--- src/rtl/sc16fb_pkg.sv ---
// Shared definitions for the sync/CRC-16 frame builder.
// Holds the CRC polynomial, the sync reset constant, the emit phase type and CRC helpers.
// No dependencies.
package sc16fb_pkg;

  localparam logic [15:0] CRC_POLY   = 16'hA001;
  localparam logic [7:0]  SYNC_RESET = 8'h55;

  // Position of the byte being emitted within one item's result group
  typedef enum logic [1:0] {
    PH_SYNC   = 2'd0,
    PH_DATA   = 2'd1,
    PH_TRL_LO = 2'd2,
    PH_TRL_HI = 2'd3
  } phase_t;

  // Fold one byte into a reflected CRC-16, one bit per step
  function automatic logic [15:0] crc_fold(input logic [15:0] crc, input logic [7:0] b);
    logic [15:0] c;
    c = crc ^ {8'h00, b};
    for (int k = 0; k < 8; k++) begin
      if (c[0]) begin
        c = (c >> 1) ^ CRC_POLY;
      end else begin
        c = c >> 1;
      end
    end
    return c;
  endfunction

  // Mirror the bit order of a 16-bit word
  function automatic logic [15:0] rev16(input logic [15:0] v);
    logic [15:0] r;
    for (int k = 0; k < 16; k++) begin
      r[k] = v[15 - k];
    end
    return r;
  endfunction

endpackage

--- src/rtl/sc16fb_crc.sv ---
// CRC-16 byte update for the frame builder: next accumulator and mirrored trailer.
// Depends on sc16fb_pkg.
module sc16fb_crc (
  input  logic [15:0] crc_in,
  input  logic [7:0]  data_in,
  output logic [15:0] crc_out,
  output logic [15:0] trailer
);

  // Fold the byte, then mirror the result for the trailer
  assign crc_out = sc16fb_pkg::crc_fold(crc_in, data_in);
  assign trailer = sc16fb_pkg::rev16(crc_out);

endmodule

--- src/rtl/sync_crc16_frame_builder.sv ---
// Frame builder: sync byte, payload bytes, mirrored CRC-16 trailer (low byte first).
// An item's first byte passes through the item buffer and then the output register.
// Throughput: one output byte per cycle while out_stall is low; an item yields 1 to 4
// output bytes. Mid-frame bytes flow at one item per cycle while out_stall is low.
// Reset (rst_n low, synchronous): CRC cleared, waiting for a frame start, sync = 0x55.
module sync_crc16_frame_builder (
  input  logic       clk,
  input  logic       rst_n,
  input  logic       cfg_wr_en,
  input  logic [7:0] cfg_wr_data,
  input  logic       in_valid,
  output logic       in_stall,
  input  logic [7:0] in_payload_byte,
  input  logic       in_frame_end,
  output logic       out_valid,
  input  logic       out_stall,
  output logic [7:0] out_byte,
  output logic       out_last
);

  logic [7:0]          sync_r;
  logic [15:0]         crc_r, crc_nxt;
  logic                in_frame_r, in_frame_nxt;
  logic                a_valid_r, a_valid_nxt;
  sc16fb_pkg::phase_t  a_idx_r, a_idx_nxt;
  logic                a_last_r;
  logic [7:0]          a_byte_r;
  logic [15:0]         a_trl_r;
  logic                out_valid_r, out_valid_nxt;
  logic [7:0]          out_byte_r;
  logic                out_last_r;

  logic [15:0] crc_fold;
  logic [15:0] crc_trl;
  logic        out_ready;
  logic        a_fin;
  logic        move;
  logic        in_acc;
  logic [7:0]  emit_byte;

  sc16fb_crc u_crc (
    .crc_in  (crc_r),
    .data_in (in_payload_byte),
    .crc_out (crc_fold),
    .trailer (crc_trl)
  );

  // Handshake control
  assign out_ready = !out_valid_r || !out_stall;
  assign a_fin     = (a_idx_r == sc16fb_pkg::PH_TRL_HI) ||
                     ((a_idx_r == sc16fb_pkg::PH_DATA) && !a_last_r);
  assign move      = a_valid_r && out_ready;
  assign in_stall  = a_valid_r && !(move && a_fin);
  assign in_acc    = in_valid && !in_stall;

  // Select the byte for the current phase
  always_comb begin
    unique case (a_idx_r)
      sc16fb_pkg::PH_SYNC:   emit_byte = sync_r;
      sc16fb_pkg::PH_DATA:   emit_byte = a_byte_r;
      sc16fb_pkg::PH_TRL_LO: emit_byte = a_trl_r[7:0];
      sc16fb_pkg::PH_TRL_HI: emit_byte = a_trl_r[15:8];
      default:               emit_byte = a_byte_r;
    endcase
  end

  // Frame state and item buffer next values
  always_comb begin
    crc_nxt      = crc_r;
    in_frame_nxt = in_frame_r;
    a_valid_nxt  = a_valid_r;
    a_idx_nxt    = a_idx_r;
    if (in_acc) begin
      crc_nxt      = in_frame_end ? 16'h0000 : crc_fold;
      in_frame_nxt = !in_frame_end;
      a_valid_nxt  = 1'b1;
      a_idx_nxt    = in_frame_r ? sc16fb_pkg::PH_DATA : sc16fb_pkg::PH_SYNC;
    end else if (move && a_fin) begin
      a_valid_nxt = 1'b0;
    end else if (move) begin
      a_idx_nxt = sc16fb_pkg::phase_t'(a_idx_r + 2'd1);
    end
    out_valid_nxt = out_valid_r;
    if (move) begin
      out_valid_nxt = 1'b1;
    end else if (!out_stall) begin
      out_valid_nxt = 1'b0;
    end
  end

  // Control registers
  always_ff @(posedge clk) begin
    if (!rst_n) begin
      sync_r      <= sc16fb_pkg::SYNC_RESET;
      crc_r       <= 16'h0000;
      in_frame_r  <= 1'b0;
      a_valid_r   <= 1'b0;
      a_idx_r     <= sc16fb_pkg::PH_SYNC;
      out_valid_r <= 1'b0;
    end else begin
      if (cfg_wr_en) begin
        sync_r <= cfg_wr_data;
      end
      crc_r       <= crc_nxt;
      in_frame_r  <= in_frame_nxt;
      a_valid_r   <= a_valid_nxt;
      a_idx_r     <= a_idx_nxt;
      out_valid_r <= out_valid_nxt;
    end
  end

  // Payload registers: capture item, then hand bytes to the output
  always_ff @(posedge clk) begin
    if (in_acc) begin
      a_byte_r <= in_payload_byte;
      a_last_r <= in_frame_end;
      a_trl_r  <= crc_trl;
    end
    if (move) begin
      out_byte_r <= emit_byte;
      out_last_r <= (a_idx_r == sc16fb_pkg::PH_TRL_HI);
    end
  end

  assign out_valid = out_valid_r;
  assign out_byte  = out_byte_r;
  assign out_last  = out_last_r;

  // Checks
  a_acc_only_on_final: assert property (@(posedge clk) disable iff (!rst_n)
    (in_acc && a_valid_r) |-> (move && a_fin))
    else $error("item taken while buffer still has bytes to send");

  a_crc_cleared: assert property (@(posedge clk) disable iff (!rst_n)
    (in_acc && in_frame_end) |=> (crc_r == 16'h0000 && !in_frame_r))
    else $error("CRC not cleared after frame end");

  a_start_sync: assert property (@(posedge clk) disable iff (!rst_n)
    (in_acc && !in_frame_r) |=> (a_valid_r && a_idx_r == sc16fb_pkg::PH_SYNC))
    else $error("frame start without sync phase");

  a_trailer_only_last: assert property (@(posedge clk) disable iff (!rst_n)
    (a_valid_r && (a_idx_r == sc16fb_pkg::PH_TRL_LO || a_idx_r == sc16fb_pkg::PH_TRL_HI))
      |-> a_last_r)
    else $error("trailer phase on a non-final item");

endmodule

--- config.mk ---
export PLATFORM = sky130hd
export DESIGN_NAME = sync_crc16_frame_builder
export DESIGN_NICKNAME = d
export VERILOG_FILES = /design/src/rtl/sc16fb_pkg.sv /design/src/rtl/sc16fb_crc.sv /design/src/rtl/sync_crc16_frame_builder.sv
export SDC_FILE = /design/constraint.sdc
export NUM_CORES = 1
export LEC_CHECK = 0
export ABC_AREA = 1
export CORE_MARGIN = 2
export CORE_UTILIZATION = 55
export CTS_BUF_LIST = sky130_fd_sc_hd__clkbuf_8
export CTS_CLUSTER_SIZE = 30
export DETAILED_ROUTE_END_ITERATION = 6
export DONT_BUFFER_PORTS = 1
export PLACE_DENSITY = 0.76
export SYNTH_ARGS = -nofsm -noshare
export SYNTH_HDL_FRONTEND = slang
export SYNTH_SLANG_ARGS = --single-unit
--- constraint.sdc ---
create_clock -name clk -period 3.75 [get_ports clk]
set_input_delay 0.75 -clock clk [delete_from_list [all_inputs] [get_ports clk]]
set_output_delay 0.75 -clock clk [all_outputs]
set_load 0.02 [all_outputs]
==> flow_metrics.py, run 1 <==
metrics = {
    "status": {
        "status": "finished, final reports clean",
    },
    "clocking": {
        "htree_levels": 3,
        "clock_sink_count": 63,
        "postCtsHoldBufs": 0,
        "postCtsSetupBuffers": 0,
        "cts-resized-gates": 0,
        "cts_tree": "done",
        "clk_pin_slew_ps": 70,
        "clock_path_buffers": 2,
        "root_buffer": "clkbuf_8",
        "cts_buffers": 9,
        "clk_latency_ps": 340,
    },
    "power_and_ir_drop": {
        "leakage_uw": 0.00130,
        "finalPower_uw": 1620,
        "peakVddDrop_mv": 0.250,
        "p_per_area_nw_per_um2": 514,
    },
    "sta": {
        "tns_ps": 0,
        "worst_pin_slew_ps": 771,
        "maxSlewViolCount": 0,
        "fin_skew_ps": 9.23,
        "relSlewSlack_pct": 48.5,
        "setup_slack_ps": 900,
        "rsz0062_at_grt": "false",
        "timing.final.crit_share_pct": 76.0,
        "max_freq_ghz": 0.351,
        "finalHoldViolCount": 0,
        "fin_crit_ps": 2850,
        "setup_violations": 0,
    },
    "finish": {
        "syn_to_final_growth_pct": 9.15,
        "nNetsFinal": 312,
        "n_antenna_cell": 0,
        "drive_gt1_share_pct": 19.6,
        "fillers": 435,
    },
    "logic_synthesis": {
        "synthesis.nets": 306,
        "ys_seq_elements": 63,
        "syn-cell-area_um2": 2890,
        "yosys_warnings": 0,
        "synth_cells": 280,
        "synth-simple-area-share_pct": 23.2,
        "synth-compound-area-share_pct": 10.3,
        "synth.top_cells.by_area": "edfxtp_1, dfxtp_1, nand2_1, nand2_4, nand3_1",
        "synthXorXnorAreaFrac_pct": 4.20,
        "synthMuxAreaShare_pct": 0,
        "synth_top_family_by_area": "simple AND/OR/NAND/NOR gates",
        "synth_fa_ha_area_share_pct": 1.73,
        "yosysTopAreaCell": "edfxtp_1",
        "avgSynthCellArea_um2": 10.3,
        "yosysSeqAreaShare_pct": 55.5,
        "synth.distinct_cells": 28,
        "netlist.area_leader.share_pct": 35.4,
    },
    "die": {
        "io_pins": 33,
        "rows": 26,
        "start_util_pct": 56.9,
        "die_h_um": 76.4,
        "die_x_um": 76.4,
        "die_area_um2": 5840,
        "core-area_um2": 5070,
    },
    "route": {
        "routed_wl_um": 5220,
        "viasPerCell": 5.29,
        "first_pass_iters": 4,
        "drt_iter0_drc": 89,
        "wl_met3_um": 340,
        "wl_per_cell_um": 14.5,
        "wl_met1_um": 2260,
        "num_vias": 1908,
        "dr.max_layer_used": "met4",
        "drc": 0,
        "ant_nets": 0,
        "route.met2.wl_um": 2450,
    },
    "worst_setup_path": {
        "cp-startpoint": "a_idx_r[0]",
        "worstPathRequired_ps": 4020,
        "path_max_fanout": 30,
        "timing.rr.start": "a_idx_r[0]",
        "cp_slowest_cell": "nor2_4",
        "crit_chain": "ha_1 -> a21oi_2 -> inv_1 -> a21oi_1 -> nor2_4 -> inv_1 -> nor2_1 -> inv_1 -> nor2_4 -> inv_2 -> o21ai_0",
        "crit_type": "register to register",
        "critPathMaxStageDelay_ps": 660,
        "endpoint_kind": "register",
        "reg2reg_slack_ps": 900,
        "endpoint": "crc_r[11]",
        "cp_common_cell": "inv_1",
        "worst-r2r-cell-count": 11,
        "arrival_ps": 3120,
        "start_kind": "register",
        "rr_endpoint": "crc_r[11]",
    },
    "global_routing": {
        "grt_pass1_wl_um": 8710,
        "grtUsageTotal_pct": 19.6,
        "overflow": 0,
        "antenna_found_initial": 0,
        "grt_pass1_vias": 1888,
        "grt_max_degree": 31,
    },
    "place": {
        "gp_congestion": 0.818,
        "io_buffers": 0,
        "post-place-ws_ps": 903,
        "hpwl_um": 4000,
    },
    "min_path": {
        "min_path_type": "register to register",
    },
    "run": {
        "drv_cap": 0,
    },
}
==> cell usage in the layout (no fill, tap or decap), drive strengths merged, types with 2 or more instances in the layout <==
master | synthesis | final
nand2 | 68 | 68
edfxtp | 34 | 34
inv | 31 | 34
dfxtp | 29 | 29
nand3 | 28 | 28
o21ai | 18 | 18
nor2 | 15 | 15
a21oi | 13 | 13
a22o | 10 | 10
clkbuf | 4 | 10
xor2 | 8 | 8
xnor2 | 5 | 5
o22ai | 4 | 4
ha | 4 | 4
and2 | 3 | 3
buf | 3 | 2
==> cell type report <==
class,instances,area (um^2),area share [%]
clock buffers,10,138,4.37
clock inverters,6,53.8,1.71
inverters,31,116,3.69
multi-input cells,179,1140,36.1
flip-flops and latches,63,1600,50.8
well taps,70,87.6,2.78
repair buffers,2,15.0,0.477
==> critical path: cells and delay by family (launching register included) <==
family                   cells  cell delay, ps
buffers and inverters        4             500
flip-flops                   1             400
AO/OA/AOI/OAI                3             480
AND/OR/NAND/NOR              3            1020
adder cells (fa/ha/maj)      1             370
==> power by group <==
part	internal, uW	switching [uW]
combinational	78.2	151
clock	316	242
sequential	797	33.4
total	1190	427
==> per-stage QoR <==
stage | instance area (um^2) | utilization [%] | instances | hold WS (ps)
floorplan | 2890 | - | 280 | 408
CTS | 3150 | 62.1 | 361 | 430
detailed placement | 2960 | 58.3 | 345 | 414
finish | 3150 | 62.1 | 361 | 431
global placement | 2960 | 58.3 | 345 | 412
global route | 3150 | 62.1 | 361 | 454
==> state kept, by name, summed over array words and instances (netlist names) <==
signal and flops:
sync_r 8, a_byte_r 8, out_last 1, a_valid_r 1, a_trl_r 16, out_byte 8
a_idx_r 2, out_valid 1, crc_r 16, in_frame_r 1, a_last_r 1
==> per-layer routing <==
layer,track usage [%],vias to the layer above
met3,5.69,13
met5,0,-
met1,23.6,872
li1,-,958
met2,31.5,65
met4,11.1,0
==> synth_stat cells <==
| cell | n |
|---|---|
| xor2_1 | 8 |
| xnor2_2 | 1 |
| and2_1 | 3 |
| o21ai_0 | 17 |
| a21oi_1 | 12 |
| nand3_2 | 6 |
| clkbuf_1 | 4 |
| edfxtp_1 | 34 |
| a32o_1 | 1 |
| nor2_1 | 13 |
| a21oi_2 | 1 |
| nand3_1 | 19 |
| ha_1 | 4 |
| nor2_4 | 2 |
| nand2_2 | 11 |
| inv_1 | 25 |
| o31ai_1 | 1 |
| nand2_1 | 45 |
| nand2_4 | 12 |
| xnor2_1 | 4 |
| o21ai_1 | 1 |
| dfxtp_1 | 29 |
| buf_2 | 3 |
| nand3_4 | 3 |
| inv_2 | 6 |
| o22ai_1 | 4 |
| a211oi_1 | 1 |
| a22o_1 | 10 |
==> cell families (layout without fill, tap and decap cells) <==
group | count (synthesis) | after routing
AO/OA/AOI/OAI | 48 | 48
adder cells (fa/ha/maj) | 4 | 4
XOR/XNOR | 13 | 13
flip-flops | 63 | 63
AND/OR/NAND/NOR | 114 | 114
buffers and inverters | 38 | 49
==> worst min path at each step <==
| stage | startpoint | endpoint | slack, ps | cells after the start |
|---|---|---|---|---|
| 2_1_floorplan | crc_r[12] | a_trl_r[11] | 410 | 0 |
| 3_3_place_gp | crc_r[10] | a_trl_r[13] | 410 | 0 |
| 3_5_place_dp | crc_r[12] | a_trl_r[11] | 410 | 0 |
| 4_1_cts | crc_r[12] | a_trl_r[11] | 430 | 0 |
| 5_1_grt | crc_r[12] | a_trl_r[11] | 450 | 0 |
| 6_report | crc_r[12] | a_trl_r[11] | 430 | 0 |
No activity file was read; power rests on OpenSTA's default activity.
==> inputs of run 2 (changes only) <==
--- a/config.mk
+++ b/config.mk
@@ -12,7 +12,7 @@
 export CTS_CLUSTER_SIZE = 30
 export DETAILED_ROUTE_END_ITERATION = 6
 export DONT_BUFFER_PORTS = 1
-export PLACE_DENSITY = 0.76
+export PLACE_DENSITY = 0.79
 export SYNTH_ARGS = -nofsm -noshare
 export SYNTH_HDL_FRONTEND = slang
 export SYNTH_SLANG_ARGS = --single-unit
==> constraint.sdc (replaced) <==
create_clock -name clk -period 2.6 [get_ports clk]
set_input_delay 0.52 -clock clk [delete_from_list [all_inputs] [get_ports clk]]
set_output_delay 0.52 -clock clk [all_outputs]
set_load 0.02 [all_outputs]
==> run 2 against run 1 <==
Against the previous run: sequential share of layout area decreased by 0.46 points; core utilization grew 0.57 points; power is 46% higher; non-clock buffer count up 3; sequential power is 45% higher; critical path type is now register to output port; largest cell class unchanged.
==> flow_metrics.py, run 2 (same netlist as run 1, synthesis figures left out) <==
metrics = {
    "worst_setup_path": {
        "start_kind": "register",
        "endpoint_kind": "output port",
        "worstPathRequired_ps": 2080,
        "path_max_fanout": 9,
        "arrival_ps": 1860,
        "rr_endpoint": "a_trl_r[2]",
        "reg2reg_slack_ps": 480,
        "worst-r2r-cell-count": 11,
        "crit_type": "register to output port",
        "timing.rr.start": "crc_r[3]",
    },
    "die": {
        "rows": 26,
        "start_util_pct": 56.9,
        "die_h_um": 76.4,
        "die_x_um": 76.4,
        "io_pins": 33,
        "core-area_um2": 5070,
        "die_area_um2": 5840,
    },
    "place": {
        "io_buffers": 0,
        "post-place-ws_ps": 330,
        "placed_area_um2": 2980,
        "hpwl_um": 4040,
        "gp_congestion": 0.831,
    },
    "route": {
        "num_vias": 1885,
        "ant_nets": 0,
        "first_pass_iters": 4,
        "drc": 0,
        "drt_iter0_drc": 115,
        "routed_wl_um": 5250,
        "wl_per_cell_um": 14.4,
        "viasPerCell": 5.18,
    },
    "finish": {
        "n_antenna_cell": 0,
        "most-common-layout-cells": "nand2_1, edfxtp_1, dfxtp_1",
        "fillers": 416,
        "drive_gt1_share_pct": 21.4,
        "nNetsFinal": 315,
        "multi_input_area_um2": 1140,
        "reg_top3": "a_trl_r x16, crc_r x16",
        "regArea_um2": 1600,
        "final_area_um2": 3180,
        "syn_to_final_growth_pct": 10.1,
        "final_common_cell": "nand2_1",
    },
    "clocking": {
        "root_buffer": "clkbuf_8",
        "htree_levels": 3,
        "cts-resized-gates": 0,
        "postCtsHoldBufs": 0,
        "cts_buffers": 9,
        "clock_sink_count": 63,
        "clk_latency_ps": 330,
        "clock_path_buffers": 2,
        "clk_pin_slew_ps": 70,
        "postCtsSetupBuffers": 0,
        "cts_tree": "done",
    },
    "run": {
        "drv_cap": 0,
    },
    "sta": {
        "max_freq_ghz": 0.421,
        "setup_violations": 0,
        "fin_crit_ps": 2380,
        "setup_slack_ps": 224,
        "fin_hold_ws_ps": 273,
        "timing.final.crit_share_pct": 91.4,
        "relSlewSlack_pct": 69.7,
        "maxSlewViolCount": 0,
        "worst_pin_slew_ps": 451,
        "rsz0062_at_grt": "false",
        "tns_ps": 0,
        "fin_skew_ps": 9.73,
        "finalHoldViolCount": 0,
    },
    "global_routing": {
        "grt_util_met3_pct": 5.92,
        "overflow": 0,
        "groute.layer.met1.usage_pct": 26.1,
        "grt_busiest_layer": "met2",
        "grtUsageTotal_pct": 20.0,
        "grt_max_degree": 22,
        "grt_pass1_vias": 1927,
        "grt.met2_usage_pct": 32.1,
        "antenna_found_initial": 0,
        "grt_pass1_wl_um": 9110,
    },
    "power_and_ir_drop": {
        "swShare_pct": 26.7,
        "seqPwrFrac_pct": 50.7,
        "intPower_uw": 1730,
        "p_clk_share_pct": 35.0,
        "p_comb_share_pct": 14.3,
        "p_switching_uw": 630,
        "p_per_area_nw_per_um2": 742,
        "peakVddDrop_mv": 0.340,
        "leakage_uw": 0.00131,
    },
    "status": {
        "status": "finished, final reports clean",
    },
    "min_path": {
        "hold-path-endpoint": "sync_r[2]",
        "min_path_cells": 1,
        "min_path_type": "input port to register",
        "worstHoldStart": "rst_n",
    },
}
[run 2: cell types whose count changed in the layout (fill, tap and decap cells not counted)]
cell | previous run | this run
clkinv_2 | 1 | 3
buf_4 | 2 | 5
clkinvlp_4 | 1 | 2
inv_1 | 28 | 25
[run 2: area by class of cell]
cell class,instances,area share [%]
inverter,31,3.66
multi-input combinational,179,35.8
clock buffer,10,4.33
clock inverter,6,1.89
sequential,63,50.4
timing repair buffer,5,1.18
tap,70,2.75
[run 2: critical path: stages, from the launching register on]
cell     delay (ps)
dfxtp_1         390
inv_1            80
ha_1            290
a21oi_2         220
inv_1            60
a21oi_1         270
buf_4           210
[run 2: power by group through the flow]
stage	logic [uW]	clock network (uW)	registers [uW]
floorplan	274	0	1210
global placement	330	0	1210
detailed placement	338	0	1220
CTS	340	838	1200
global route	381	885	1200
finish	338	825	1200
[run 2: worst max path at each step]
| stage | start | to | slack [ps] | cells past startpoint |
|---|---|---|---|---|
| 4_1_cts | a_idx_r[1] | in_stall | 210 | 6 |
| 3_5_place_dp | in_payload_byte[3] | a_trl_r[2] | 330 | 11 |
| 6_report | a_idx_r[1] | in_stall | 220 | 6 |
| 3_3_place_gp | in_payload_byte[3] | a_trl_r[2] | 340 | 11 |
| 2_1_floorplan | a_idx_r[1] | crc_r[10] | 190 | 13 |
| 5_1_grt | a_idx_r[1] | in_stall | 50 | 6 |
[run 2: through the flow]
step	std cells	power, uW	util [%]
4_1_cts	364	2380	62.6
6_report	364	2360	62.6
3_5_place_dp	348	1560	58.8
2_1_floorplan	280	1480	-
3_3_place_gp	348	1550	58.8
5_1_grt	364	2470	62.6
[run 2: metal layers]
metal  vias up  routed length [um]
li1        958                   -
met1       871                2390
met2        47                2510
met3         9                 267
met4         0                  77
met5         -                   0
==> inputs of run 3 (changes only) <==
--- a/config.mk
+++ b/config.mk
@@ -6,13 +6,14 @@
 export NUM_CORES = 1
 export LEC_CHECK = 0
 export ABC_AREA = 1
+export BUFFER_PORTS_ARGS = -buffer_cell sky130_fd_sc_hd__buf_2
 export CORE_MARGIN = 2
-export CORE_UTILIZATION = 55
+export CORE_UTILIZATION = 54
 export CTS_BUF_LIST = sky130_fd_sc_hd__clkbuf_8
 export CTS_CLUSTER_SIZE = 30
 export DETAILED_ROUTE_END_ITERATION = 6
-export DONT_BUFFER_PORTS = 1
-export PLACE_DENSITY = 0.79
+export PLACE_DENSITY = 0.84
+export RECOVER_POWER = 25
 export SYNTH_ARGS = -nofsm -noshare
 export SYNTH_HDL_FRONTEND = slang
 export SYNTH_SLANG_ARGS = --single-unit
==> run 3 against run 2 <==
Against the previous run: wire length increased by 10%; non-clock buffer count increased by 30; combinational power grew 16%; die area up 1.7%; clock skew decreased by 2.3 ps; critical path depth unchanged; via count up 11%; power increased by 5.4%; hold slack better by 120 ps; sequential share of layout area shrank 2.3 points; count of clock-buffer cells in the layout unchanged; sequential cell count unchanged; critical path type unchanged; highest routed layer unchanged.
==> flow_metrics.py, run 3 (same netlist as run 1, synthesis figures left out) <==
metrics = {
    "clocking": {
        "clk_latency_ps": 340,
        "clock_sink_count": 63,
        "clock_path_buffers": 2,
        "postCtsSetupBuffers": 0,
        "cts_tree": "done",
        "htree_levels": 3,
        "cts-resized-gates": 0,
        "clk_pin_slew_ps": 70,
        "root_buffer": "clkbuf_8",
        "postCtsHoldBufs": 0,
        "cts_buffers": 9,
    },
    "worst_setup_path": {
        "arrival_ps": 1860,
        "reg2reg_slack_ps": 260,
        "worst-r2r-cell-count": 11,
        "worstPathRequired_ps": 2080,
        "crit_type": "register to output port",
        "start_kind": "register",
        "endpoint_kind": "output port",
        "rr_endpoint": "crc_r[14]",
        "path_max_fanout": 9,
        "timing.rr.start": "a_idx_r[0]",
    },
    "min_path": {
        "worstHoldStart": "cfg_wr_data[0]",
        "min_path_type": "input port to register",
        "min_path_cells": 3,
        "hold-path-endpoint": "sync_r[0]",
    },
    "sta": {
        "worst_pin_slew_ps": 585,
        "finalHoldViolCount": 0,
        "setup_slack_ps": 216,
        "timing.final.crit_share_pct": 91.7,
        "max_freq_ghz": 0.420,
        "setup_violations": 0,
        "fin_hold_ws_ps": 393,
        "fin_crit_ps": 2380,
        "relSlewSlack_pct": 61.0,
        "rsz0062_at_grt": "false",
        "tns_ps": 0,
        "fin_skew_ps": 7.39,
        "maxSlewViolCount": 0,
    },
    "route": {
        "wl_per_cell_um": 14.7,
        "drt_iter0_drc": 203,
        "viasPerCell": 5.29,
        "first_pass_iters": 4,
        "routed_wl_um": 5800,
        "num_vias": 2084,
        "ant_nets": 0,
        "drc": 0,
    },
    "global_routing": {
        "grt_max_degree": 23,
        "antenna_found_initial": 0,
        "grt_pass1_vias": 2064,
        "grtUsageTotal_pct": 21.5,
        "overflow": 0,
        "grt_pass1_wl_um": 9660,
    },
    "run": {
        "drv_cap": 0,
    },
    "place": {
        "hpwl_um": 4190,
        "io_buffers": 32,
        "gp_congestion": 0.846,
        "post-place-ws_ps": 223,
    },
    "power_and_ir_drop": {
        "p_per_area_nw_per_um2": 747,
        "peakVddDrop_mv": 0.360,
        "p_comb_share_pct": 15.8,
        "p_switching_uw": 653,
        "swShare_pct": 26.3,
        "seqPwrFrac_pct": 47.4,
        "leakage_uw": 0.00141,
        "intPower_uw": 1830,
        "p_clk_share_pct": 36.8,
    },
    "finish": {
        "nNetsFinal": 345,
        "reg_top3": "a_trl_r x16, crc_r x16",
        "most-common-layout-cells": "nand2_1, edfxtp_1, dfxtp_1",
        "final_common_cell": "nand2_1",
        "n_antenna_cell": 0,
        "drive_gt1_share_pct": 24.7,
        "syn_to_final_growth_pct": 15.3,
    },
    "status": {
        "status": "finished, final reports clean",
    },
    "die": {
        "io_pins": 33,
        "start_util_pct": 56.2,
        "rows": 26,
        "die_area_um2": 5950,
        "core-area_um2": 5140,
        "die_x_um": 77.1,
        "die_h_um": 77.1,
    },
}
==> run 3: cell count changes in the layout (fill, tap and decap cells not counted), sizes merged <==
cell,delta
inv,+2
clkinvlp,-2
clkinv,-1
clkbuf,+12
bufinv,+1
buf,+18
==> run 3: area by class of cell <==
| class | count | area (um^2) |
|---|---|---|
| Fill cell | 400 | 1810 |
| Sequential cell | 63 | 1600 |
| Multi-Input combinational cell | 179 | 1140 |
| Timing Repair Buffer | 35 | 165 |
| Clock buffer | 10 | 138 |
| Inverter | 31 | 116 |
| Tap cell | 70 | 87.6 |
| Clock inverter | 6 | 77.6 |
==> run 3: worst max-delay path by stage <==
stage	slack, ps	end	startpoint	depth (start not counted)
2_1_floorplan	190	crc_r[10]	a_idx_r[1]	13
3_3_place_gp	310	a_trl_r[2]	in_payload_byte[3]	12
3_5_place_dp	220	crc_r[11]	a_idx_r[0]	11
4_1_cts	110	in_stall	a_idx_r[1]	6
5_1_grt	50	crc_r[11]	a_idx_r[0]	11
6_report	220	in_stall	a_idx_r[1]	6
==> run 3: power groups by stage <==
stage                     sequential, uW  clock [uW]  combinational [uW]
final                               1180         915                 393
after floorplan                     1210           0                 274
after global placement              1200           0                 377
after CTS                           1180         927                 394
after detailed placement            1200           0                 389
after global routing                1190         976                 434
==> run 3: routing by layer <==
layer	wire length, um	GRT usage [%]	share of wire [%]	vias to the layer above
met5	0	0	0	-
met4	89	9.64	1.5	0
met3	355	5.53	6.1	9
met2	2980	37.9	51	70
met1	2370	24.4	41	983
li1	-	-	-	1022
==> run 3: worst max-delay path, cell delays in order (launching register included) <==
cell	delay, ps
dfxtp_1	390
inv_1	80
ha_1	300
a21oi_2	220
inv_1	70
a21oi_2	240
buf_2	220
==> run 3: per-stage QoR <==
step	instances	util [%]	power, uW	cell area (um^2)
finish	394	64.8	2490	3330
floorplan	280	-	1480	2890
global placement	378	60.8	1570	3130
detailed placement	378	60.8	1590	3130
global route	394	64.8	2600	3330
CTS	394	65.0	2500	3340
